$ cat config.mk
export PLATFORM = sky130hd
export DESIGN_NAME = json_string_unescaper
export DESIGN_NICKNAME = d
export VERILOG_FILES = /design/src/design/jsu_pkg.sv /design/src/design/jsu_front.sv /design/src/design/jsu_fifo.sv /design/src/design/jsu_back.sv /design/src/design/json_string_unescaper.sv
export VERILOG_INCLUDE_DIRS = /design/src /design/src/design
export SDC_FILE = /design/constraint.sdc
export NUM_CORES = 1
export LEC_CHECK = 0
export ABC_AREA = 1
export BUFFER_PORTS_ARGS = -buffer_cell sky130_fd_sc_hd__buf_2
export CAP_MARGIN = 20
export CELL_PAD_IN_SITES_DETAIL_PLACEMENT = 2
export CELL_PAD_IN_SITES_GLOBAL_PLACEMENT = 2
export CORE_MARGIN = 1
export CORE_UTILIZATION = 35
export CTS_CLUSTER_SIZE = 24
export DETAILED_ROUTE_END_ITERATION = 8
export PLACE_DENSITY_LB_ADDON = 0.1
export SLEW_MARGIN = 10
export SYNTH_ARGS = -nofsm -noshare
export SYNTH_HDL_FRONTEND = slang
export SYNTH_SLANG_ARGS = --single-unit
$ cat constraint.sdc
create_clock -name clk -period 4.7 [get_ports clk]
set_clock_uncertainty 0.2 [all_clocks]
set_input_delay 0.47 -clock clk [delete_from_list [all_inputs] [get_ports clk]]
set_output_delay 0.47 -clock clk [all_outputs]
set_load 0.01 [all_outputs]
$ cat src/design/json_string_unescaper_assert.svh
// Assertion macros shared by the string unescaper modules.
`ifndef JSON_STRING_UNESCAPER_ASSERT_SVH
`define JSON_STRING_UNESCAPER_ASSERT_SVH
`ifndef NO_ASSERTIONS
`define JSU_ASSERT_IMPL(lbl, ante, cons, msg) \
    lbl: assert property (@(posedge clk) disable iff (!rst_n) (ante) |-> (cons)) \
        else $error(msg);
`define JSU_ASSERT_NEXT(lbl, ante, cons, msg) \
    lbl: assert property (@(posedge clk) disable iff (!rst_n) (ante) |=> (cons)) \
        else $error(msg);
`else
`define JSU_ASSERT_IMPL(lbl, ante, cons, msg)
`define JSU_ASSERT_NEXT(lbl, ante, cons, msg)
`endif
`endif

$ cat src/design/jsu_pkg.sv
// Shared types and constants of the JSON string unescaper.
`default_nettype none
package jsu_pkg;

    typedef logic [2:0] status_t;

    localparam status_t ST_DATA     = 3'd0;
    localparam status_t ST_DONE     = 3'd1;
    localparam status_t ST_NO_QUOTE = 3'd2;
    localparam status_t ST_BAD_ESC  = 3'd3;
    localparam status_t ST_TRUNC    = 3'd4;
    localparam status_t ST_UNTERM   = 3'd5;

    // Runs held between front and back
    localparam int JSU_FIFO_DEPTH = 4;

    // Most results one input byte can cause
    localparam int MAX_RES = 4;

    typedef struct packed {
        logic [7:0] data;
        status_t    status;
    } result_t;

    // All results caused by one input byte; last_idx marks the final one
    typedef struct packed {
        logic [1:0]              last_idx;
        result_t [MAX_RES-1:0]   res;
    } run_t;

endpackage
`default_nettype wire

$ cat src/design/jsu_front.sv
// Front end: takes text beats, runs the string parser and builds result runs.
`default_nettype none
module jsu_front (
    input  wire logic          clk,
    input  wire logic          rst_n,
    input  wire logic [7:0]    text_byte,
    input  wire logic          end_of_text,
    input  wire logic          text_valid,
    output logic               text_ready,
    input  wire logic          full,
    output logic               push,
    output jsu_pkg::run_t      run
);
    import jsu_pkg::*;

    typedef enum logic [3:0] {
        M_WAIT = 4'b0001,
        M_STR  = 4'b0010,
        M_ESC  = 4'b0100,
        M_HEX  = 4'b1000
    } mode_t;

    typedef struct packed {
        logic [1:0] len;
        logic [7:0] b0;
        logic [7:0] b1;
        logic [7:0] b2;
    } utf8_t;

    localparam logic [7:0] CH_QUOTE = 8'h22;
    localparam logic [7:0] CH_BSL   = 8'h5C;
    localparam logic [7:0] CH_SLASH = 8'h2F;

    function automatic utf8_t utf8_enc(input logic [15:0] cp);
        utf8_t u;
        u = '0;
        if (cp[15:7] == 9'd0)
        begin
            u.len = 2'd1;
            u.b0  = {1'b0, cp[6:0]};
        end
        else if (cp[15:11] == 5'd0)
        begin
            u.len = 2'd2;
            u.b0  = {3'b110, cp[10:6]};
            u.b1  = {2'b10, cp[5:0]};
        end
        else
        begin
            u.len = 2'd3;
            u.b0  = {4'b1110, cp[15:12]};
            u.b1  = {2'b10, cp[11:6]};
            u.b2  = {2'b10, cp[5:0]};
        end
        return u;
    endfunction

    mode_t       mode_reg, mode_next;
    logic [1:0]  cnt_reg, cnt_next;
    logic [15:0] cp_reg, cp_next;
    logic        stop_reg, stop_next;

    logic        accept;
    logic        hex_ok;
    logic [3:0]  hex_dig;
    logic [15:0] cp_upd;
    utf8_t       utf;
    logic [7:0]  esc_byte;
    logic        esc_ok;
    logic [2:0]  n_res;
    run_t        run_c;

    assign text_ready = !full;
    assign accept     = text_valid && text_ready;

    always_comb
    begin
        hex_ok  = 1'b1;
        hex_dig = 4'd0;
        if (text_byte inside {[8'h30:8'h39]})
            hex_dig = text_byte[3:0];
        else if (text_byte inside {[8'h61:8'h66], [8'h41:8'h46]})
            hex_dig = text_byte[3:0] + 4'd9;
        else
            hex_ok = 1'b0;
    end

    always_comb
    begin
        esc_ok = 1'b1;
        case (text_byte)
            CH_QUOTE: esc_byte = CH_QUOTE;
            CH_BSL:   esc_byte = CH_BSL;
            CH_SLASH: esc_byte = CH_SLASH;
            8'h62:    esc_byte = 8'h08;   // b
            8'h66:    esc_byte = 8'h0C;   // f
            8'h6E:    esc_byte = 8'h0A;   // n
            8'h72:    esc_byte = 8'h0D;   // r
            8'h74:    esc_byte = 8'h09;   // t
            default:
            begin
                esc_byte = 8'h00;
                esc_ok   = 1'b0;
            end
        endcase
    end

    assign cp_upd = (!stop_reg && hex_ok) ? {cp_reg[11:0], hex_dig} : cp_reg;
    assign utf    = utf8_enc(cp_upd);

    always_comb
    begin
        mode_next = mode_reg;
        cnt_next  = cnt_reg;
        cp_next   = cp_reg;
        stop_next = stop_reg;
        run_c     = '0;
        n_res     = 3'd0;
        case (mode_reg)
            M_WAIT:
            begin
                if (text_byte == CH_QUOTE)
                begin
                    if (end_of_text)
                    begin
                        run_c.res[0] = '{data: 8'h00, status: ST_UNTERM};
                        n_res        = 3'd1;
                    end
                    else
                        mode_next = M_STR;
                end
                else
                begin
                    run_c.res[0] = '{data: 8'h00, status: ST_NO_QUOTE};
                    n_res        = 3'd1;
                end
            end
            M_STR:
            begin
                if (text_byte == CH_QUOTE)
                begin
                    run_c.res[0] = '{data: 8'h00, status: ST_DONE};
                    n_res        = 3'd1;
                    mode_next    = M_WAIT;
                end
                else if (text_byte == CH_BSL)
                begin
                    if (end_of_text)
                    begin
                        run_c.res[0] = '{data: 8'h00, status: ST_UNTERM};
                        n_res        = 3'd1;
                        mode_next    = M_WAIT;
                    end
                    else
                        mode_next = M_ESC;
                end
                else
                begin
                    run_c.res[0] = '{data: text_byte, status: ST_DATA};
                    n_res        = 3'd1;
                    if (end_of_text)
                    begin
                        run_c.res[1] = '{data: 8'h00, status: ST_UNTERM};
                        n_res        = 3'd2;
                        mode_next    = M_WAIT;
                    end
                end
            end
            M_ESC:
            begin
                if (esc_ok)
                begin
                    run_c.res[0] = '{data: esc_byte, status: ST_DATA};
                    n_res        = 3'd1;
                    if (end_of_text)
                    begin
                        run_c.res[1] = '{data: 8'h00, status: ST_UNTERM};
                        n_res        = 3'd2;
                        mode_next    = M_WAIT;
                    end
                    else
                        mode_next = M_STR;
                end
                else if (text_byte == 8'h75)   // 'u'
                begin
                    if (end_of_text)
                    begin
                        run_c.res[0] = '{data: 8'h00, status: ST_TRUNC};
                        n_res        = 3'd1;
                        mode_next    = M_WAIT;
                    end
                    else
                    begin
                        mode_next = M_HEX;
                        cnt_next  = 2'd0;
                        cp_next   = 16'h0000;
                        stop_next = 1'b0;
                    end
                end
                else
                begin
                    run_c.res[0] = '{data: 8'h00, status: ST_BAD_ESC};
                    n_res        = 3'd1;
                    mode_next    = M_WAIT;
                end
            end
            M_HEX:
            begin
                cp_next   = cp_upd;
                stop_next = stop_reg || !hex_ok;
                if (cnt_reg == 2'd3)
                begin
                    run_c.res[0] = '{data: utf.b0, status: ST_DATA};
                    run_c.res[1] = '{data: utf.b1, status: ST_DATA};
                    run_c.res[2] = '{data: utf.b2, status: ST_DATA};
                    n_res        = {1'b0, utf.len};
                    cnt_next     = 2'd0;
                    if (end_of_text)
                    begin
                        run_c.res[utf.len] = '{data: 8'h00, status: ST_UNTERM};
                        n_res              = {1'b0, utf.len} + 3'd1;
                        mode_next          = M_WAIT;
                    end
                    else
                        mode_next = M_STR;
                end
                else if (end_of_text)
                begin
                    run_c.res[0] = '{data: 8'h00, status: ST_TRUNC};
                    n_res        = 3'd1;
                    cnt_next     = 2'd0;
                    mode_next    = M_WAIT;
                end
                else
                    cnt_next = cnt_reg + 2'd1;
            end
            default:
                mode_next = M_WAIT;
        endcase
        run_c.last_idx = 2'(n_res - 3'd1);
    end

    assign push = accept && (n_res != 3'd0);
    assign run  = run_c;

    always_ff @(posedge clk or negedge rst_n)
    begin
        if (!rst_n)
        begin
            mode_reg <= M_WAIT;
            cnt_reg  <= 2'd0;
            cp_reg   <= 16'h0000;
            stop_reg <= 1'b0;
        end
        else if (accept)
        begin
            mode_reg <= mode_next;
            cnt_reg  <= cnt_next;
            cp_reg   <= cp_next;
            stop_reg <= stop_next;
        end
    end

endmodule
`default_nettype wire

$ cat src/design/jsu_fifo.sv
// Short run queue between front and back.
`default_nettype none
`include "json_string_unescaper_assert.svh"
module jsu_fifo #(
    parameter int DEPTH = jsu_pkg::JSU_FIFO_DEPTH
) (
    input  wire logic          clk,
    input  wire logic          rst_n,
    input  wire logic          push,
    input  jsu_pkg::run_t      wr_run,
    output logic               full,
    input  wire logic          pop,
    output jsu_pkg::run_t      rd_run,
    output logic               empty
);
    import jsu_pkg::*;

    localparam int PTR_W = (DEPTH > 1) ? $clog2(DEPTH) : 1;
    localparam int CNT_W = $clog2(DEPTH + 1);
    localparam logic [PTR_W-1:0] PTR_LAST = PTR_W'(DEPTH - 1);
    localparam logic [CNT_W-1:0] CNT_FULL = CNT_W'(DEPTH);
    localparam logic [PTR_W-1:0] PTR_ONE  = PTR_W'(1);
    localparam logic [CNT_W-1:0] CNT_ONE  = CNT_W'(1);

    run_t             mem [DEPTH];
    logic [PTR_W-1:0] wr_ptr_reg, rd_ptr_reg;
    logic [CNT_W-1:0] count_reg;

    assign full   = (count_reg == CNT_FULL);
    assign empty  = (count_reg == '0);
    assign rd_run = mem[rd_ptr_reg];

    always_ff @(posedge clk)
    begin
        if (push)
            mem[wr_ptr_reg] <= wr_run;
    end

    always_ff @(posedge clk or negedge rst_n)
    begin
        if (!rst_n)
        begin
            wr_ptr_reg <= '0;
            rd_ptr_reg <= '0;
            count_reg  <= '0;
        end
        else
        begin
            if (push)
                wr_ptr_reg <= (wr_ptr_reg == PTR_LAST) ? '0 : wr_ptr_reg + PTR_ONE;
            if (pop)
                rd_ptr_reg <= (rd_ptr_reg == PTR_LAST) ? '0 : rd_ptr_reg + PTR_ONE;
            if (push && !pop)
                count_reg <= count_reg + CNT_ONE;
            else if (pop && !push)
                count_reg <= count_reg - CNT_ONE;
        end
    end

    `JSU_ASSERT_IMPL(a_no_overflow, push, !full, "run pushed into full queue")
    `JSU_ASSERT_IMPL(a_no_underflow, pop, !empty, "run popped from empty queue")
    `JSU_ASSERT_IMPL(a_count_bound, 1'b1, count_reg <= CNT_FULL, "count past depth")

endmodule
`default_nettype wire

$ cat src/design/jsu_back.sv
// Back end: plays out one run of results, one beat per cycle while res_ready is high.
`default_nettype none
`include "json_string_unescaper_assert.svh"
module jsu_back (
    input  wire logic          clk,
    input  wire logic          rst_n,
    input  wire logic          empty,
    input  jsu_pkg::run_t      rd_run,
    output logic               pop,
    output logic [7:0]         out_byte,
    output logic [2:0]         status,
    output logic               last_of_run,
    output logic               res_valid,
    input  wire logic          res_ready
);
    import jsu_pkg::*;

    run_t       run_reg;
    logic [1:0] idx_reg;
    logic       busy_reg;
    logic       take;
    logic       last;

    assign last        = (idx_reg == run_reg.last_idx);
    assign take        = busy_reg && res_ready;
    assign pop         = !empty && (!busy_reg || (take && last));
    assign res_valid   = busy_reg;
    assign out_byte    = run_reg.res[idx_reg].data;
    assign status      = run_reg.res[idx_reg].status;
    assign last_of_run = last;

    always_ff @(posedge clk)
    begin
        if (pop)
            run_reg <= rd_run;
    end

    always_ff @(posedge clk or negedge rst_n)
    begin
        if (!rst_n)
        begin
            busy_reg <= 1'b0;
            idx_reg  <= 2'd0;
        end
        else if (pop)
        begin
            busy_reg <= 1'b1;
            idx_reg  <= 2'd0;
        end
        else if (take)
        begin
            if (last)
                busy_reg <= 1'b0;
            else
                idx_reg <= idx_reg + 2'd1;
        end
    end

    `JSU_ASSERT_NEXT(a_stall_holds, busy_reg && !res_ready, busy_reg && $stable(idx_reg), "stalled beat moved")

endmodule
`default_nettype wire

$ cat src/design/json_string_unescaper.sv
// JSON string unescaper: text bytes in, decoded UTF-8 bytes and status beats out.
// First result of a byte passes the run queue and then the back end's run register before it is valid.
// Throughput: one text byte per cycle while the run queue is not full; results leave at one beat per cycle
//   while res_ready is high, and a burst of results is absorbed by a FIFO_DEPTH-run queue.
// Reset (rst_n low, asynchronous): parser waits for an opening quote, queue and output empty.
`default_nettype none
module json_string_unescaper #(
    parameter int FIFO_DEPTH = jsu_pkg::JSU_FIFO_DEPTH
) (
    input  wire logic        clk,
    input  wire logic        rst_n,
    // text channel
    input  wire logic [7:0]  text_byte,
    input  wire logic        end_of_text,
    input  wire logic        text_valid,
    output logic             text_ready,
    // result channel
    output logic [7:0]       out_byte,
    output logic [2:0]       status,
    output logic             last_of_run,
    output logic             res_valid,
    input  wire logic        res_ready
);
    import jsu_pkg::*;

    // Front parses each accepted byte into a run of up to four result beats.
    // Bytes yielding nothing (opening quote, backslash, the u after it, all but the last hex digit) push nothing.
    // Text input stalls only while the run queue is full.
    logic push;
    logic full;
    logic pop;
    logic empty;
    run_t wr_run;
    run_t rd_run;

    jsu_front u_front (
        .clk         (clk),
        .rst_n       (rst_n),
        .text_byte   (text_byte),
        .end_of_text (end_of_text),
        .text_valid  (text_valid),
        .text_ready  (text_ready),
        .full        (full),
        .push        (push),
        .run         (wr_run)
    );

    // Run queue lets the parser keep taking bytes while a burst drains.
    jsu_fifo #(
        .DEPTH (FIFO_DEPTH)
    ) u_fifo (
        .clk    (clk),
        .rst_n  (rst_n),
        .push   (push),
        .wr_run (wr_run),
        .full   (full),
        .pop    (pop),
        .rd_run (rd_run),
        .empty  (empty)
    );

    // Back holds the current run in a register and steps through its beats;
    // the next run loads on the same edge the last beat is taken.
    jsu_back u_back (
        .clk         (clk),
        .rst_n       (rst_n),
        .empty       (empty),
        .rd_run      (rd_run),
        .pop         (pop),
        .out_byte    (out_byte),
        .status      (status),
        .last_of_run (last_of_run),
        .res_valid   (res_valid),
        .res_ready   (res_ready)
    );

endmodule
`default_nettype wire
==> impl_metrics.env <==
export IMPL_die_area_mm2=0.0250
export IMPL_outcome="complete, no violations"
export IMPL_synth_top_flop_cell="edfxtp_1"
export IMPL_place_congestion=0.828
export IMPL_finalHoldViolCount=0
export IMPL_cts_root_buf="clkbuf_16"
export IMPL_clkSlewWorstSetupHoldPaths_ns=0.07
export IMPL_cp_end_kind="flip-flop"
export IMPL_yosysMostFrequentCell="edfxtp_1"
export IMPL_fillers=2590
export IMPL_routedWlPerCell_um=21.7
export IMPL_areaGrowthSynthToFinish_pct=14.7
export IMPL_dp_hpwl_mm=17.3
export IMPL_setup_viol=0
export IMPL_crit_type="input port to flip-flop"
export IMPL_dpl_cell_area_mm2=0.00914
export IMPL_vias_per_cell=5.19
export IMPL_ant_nets=0
export IMPL_ys_seq_area_share_pct=62.6
export IMPL_n_antenna_cell=0
export IMPL_yosysUniqueCellTypes=38
export IMPL_synth_edf_count=150
export IMPL_post_cts_setup_buffer_count=0
export IMPL_grt_pass1_vias=6904
export IMPL_core_mm2=0.0237
export IMPL_antenna_found_initial=0
export IMPL_vias=6154
export IMPL_drv_cap=0
export IMPL_top_level_ports=27
export IMPL_leakage_nw=3.75
export IMPL_yosysTopAreaCellShare_pct=52.9
export IMPL_die_h_um=158
export IMPL_layout_nets=882
export IMPL_grt_overflow=0
export IMPL_clock_latency_ns=0.44
export IMPL_synth_nets=842
export IMPL_yosysWarnings=0
export IMPL_port_buffers=26
export IMPL_cpPeakStageDelay_ns=0.39
export IMPL_async_reset_ff_share_pct=18.0
export IMPL_dp_slack_ns=-0.191
export IMPL_fin_crit_sh_pct=91.0
export IMPL_h_tree_depth=4
export IMPL_slew_headroom_pct=41.0
export IMPL_path_max_fanout=15
export IMPL_cp_required_ns=4.83
export IMPL_synth_area_leaders="edfxtp_1 53%, dfrtp_1 9.4%, o21ai_0 5.2%"
export IMPL_rsz0062_at_grt="no"
export IMPL_final_area_mm2=0.00976
export IMPL_netlist_area_mm2=0.00851
export IMPL_drt_iter0_markers=276
export IMPL_synth_common_cells="150 x edfxtp_1, 107 x nor2_1, 102 x nand2_1, 88 x o21ai_0, 86 x inv_1"
export IMPL_drt_first_pass_iters=6
export IMPL_cts_tree="built"
export IMPL_numCtsBuffers=17
export IMPL_max_freq_mhz=234
export IMPL_cts_sinks=183
export IMPL_route_detailed_drc=0
export IMPL_finalPower_w=0.00571
export IMPL_holdCritPathClass="input port to flip-flop"
export IMPL_tns_ns=0
export IMPL_drt_wl_total_mm=25.7
export IMPL_fp_row_count=56
export IMPL_crit_path_frequent_cell="inv_1"
export IMPL_syn_area_per_cell_um2=10.5
export IMPL_cp_arrival_ns=4.40
export IMPL_slew_viol_final=0
export IMPL_largest_reg_flops=120
export IMPL_ctsLongestPathBuffers=2
export IMPL_synth_top_cell_by_area="edfxtp_1"
export IMPL_startpoint_type="input port"
export IMPL_setup_ws_ns=0.425
export IMPL_drive_above_1_share_pct=14.7
export IMPL_groute_usage_overall_pct=22.0
export IMPL_netlist_instances=813
export IMPL_grt_max_degree=63
export IMPL_die_w_um=158
export IMPL_ys_ff_latch=183
export IMPL_initial_core_util_pct=36.0
export IMPL_grt_pass1_wl_mm=40.0
export IMPL_slowest_stage="fa_1"
export IMPL_vdd_drop_max_mv=0.527
export IMPL_period_needed_ns=4.28
export IMPL_power_density_mw_per_mm2=585
export IMPL_worst_slew_pin_slew_ns=0.885
-- critical path: cells and delay by family --
family / cells / cell delay, ns
fa+ha+maj: 5 / 1.30
simple gates: 12 / 1.21
compound gates: 5 / 0.68
buf+inv: 6 / 0.58
xor+xnor: 1 / 0.13
-- layer usage --
| layer | routed length [µm] | GRT usage [%] |
|---|---|---|
| met4 | 481 | 7.10 |
| met3 | 528 | 3.04 |
| met5 | 0 | 0 |
| met2 | 13100 | 39.1 |
| met1 | 11600 | 27.4 |
-- layout by cell type (no fill, tap or decap), types with 2 or more instances in the layout --
master,count
xnor2_1,2
inv_2,4
xor2_1,4
o22ai_1,49
buf_2,26
a211oi_1,2
nand2_2,14
a21oi_1,17
nand2_4,7
nor2_1,102
nand2_1,102
inv_8,4
nor2_4,4
nor3_1,13
nor4_1,3
inv_1,85
clkbuf_16,17
buf_4,16
nand3_1,52
clkinv_4,2
dfrtp_1,32
ha_1,14
o31ai_1,2
edfxtp_1,150
clkinvlp_4,2
o21ai_1,6
nand3_4,2
o21ai_0,87
clkinv_8,3
clkinv_1,2
inv_6,3
buf_12,4
nand4_1,11
nor2_2,9
-- layout make-up --
type / instances / area [µm²] / share of cell area [%]
clock buffer: 17 / 425 / 4.36
clock inverter: 15 / 183 / 1.87
inverter: 91 / 342 / 3.50
multi-input combinational: 512 / 2710 / 27.8
sequential: 183 / 5330 / 54.6
tap: 319 / 399 / 4.09
timing repair buffer: 48 / 368 / 3.77
-- logic make-up (layout without fill, tap and decap cells) --
| family | after synthesis | count (layout) | synth area share [%] |
|---|---|---|---|
| and+or+nand+nor | 322 | 322 | 17.6 |
| DFF | 183 | 183 | 62.6 |
| AOI/OAI and AO/OA | 167 | 167 | 10.9 |
| buffers and inverters | 118 | 171 | 5.69 |
| adders and majority gates | 16 | 16 | 2.44 |
| xor gates and xnor gates | 6 | 6 | 0.617 |
| muxes | 1 | 1 | 0.132 |
-- what timing repair did --
action | 4_1_cts | 5_1_grt
gates resized for setup | 0 | 3
setup endpoints to repair | 0 | 2
hold endpoints to repair | 32 | 0
hold buffers | 1 | 0
-- through the flow --
| stage | instances | util (%) | hold WS, ns |
|---|---|---|---|
| after floorplan | 813 | - | -0.0256 |
| after global placement | 1151 | 38.5 | 0.273 |
| after detailed placement | 1152 | 38.6 | 0.304 |
| after CTS | 1185 | 41.2 | 0.221 |
| after global routing | 1185 | 41.2 | 0.272 |
| final | 1185 | 41.2 | 0.228 |
-- power breakdown --
| part | switching (W) | internal [W] |
|---|---|---|
| logic | 0.00131 | 0.000569 |
| registers | 0.000137 | 0.00221 |
| clock network | 0.000714 | 0.000765 |
-- worst paths after layout --
check / start / to / slack (ns) / cells past startpoint
worst max register to register: u_front.stop_reg / u_fifo.count_reg[2] / 0.62 / 23
worst max-delay path: text_byte[1] / u_fifo.count_reg[2] / 0.42 / 29
worst min register to register: u_fifo.count_reg[2] / u_fifo.count_reg[2] / 0.30 / 1
max in group asynchronous: rst_n / u_front.mode_reg[1] / 3.25 / 2
min in group asynchronous: rst_n / u_back.res_valid / 0.47 / 2
worst min-delay path: res_ready / u_back.idx_reg[0] / 0.23 / 5
No activity file was read; power rests on OpenSTA's default activity.
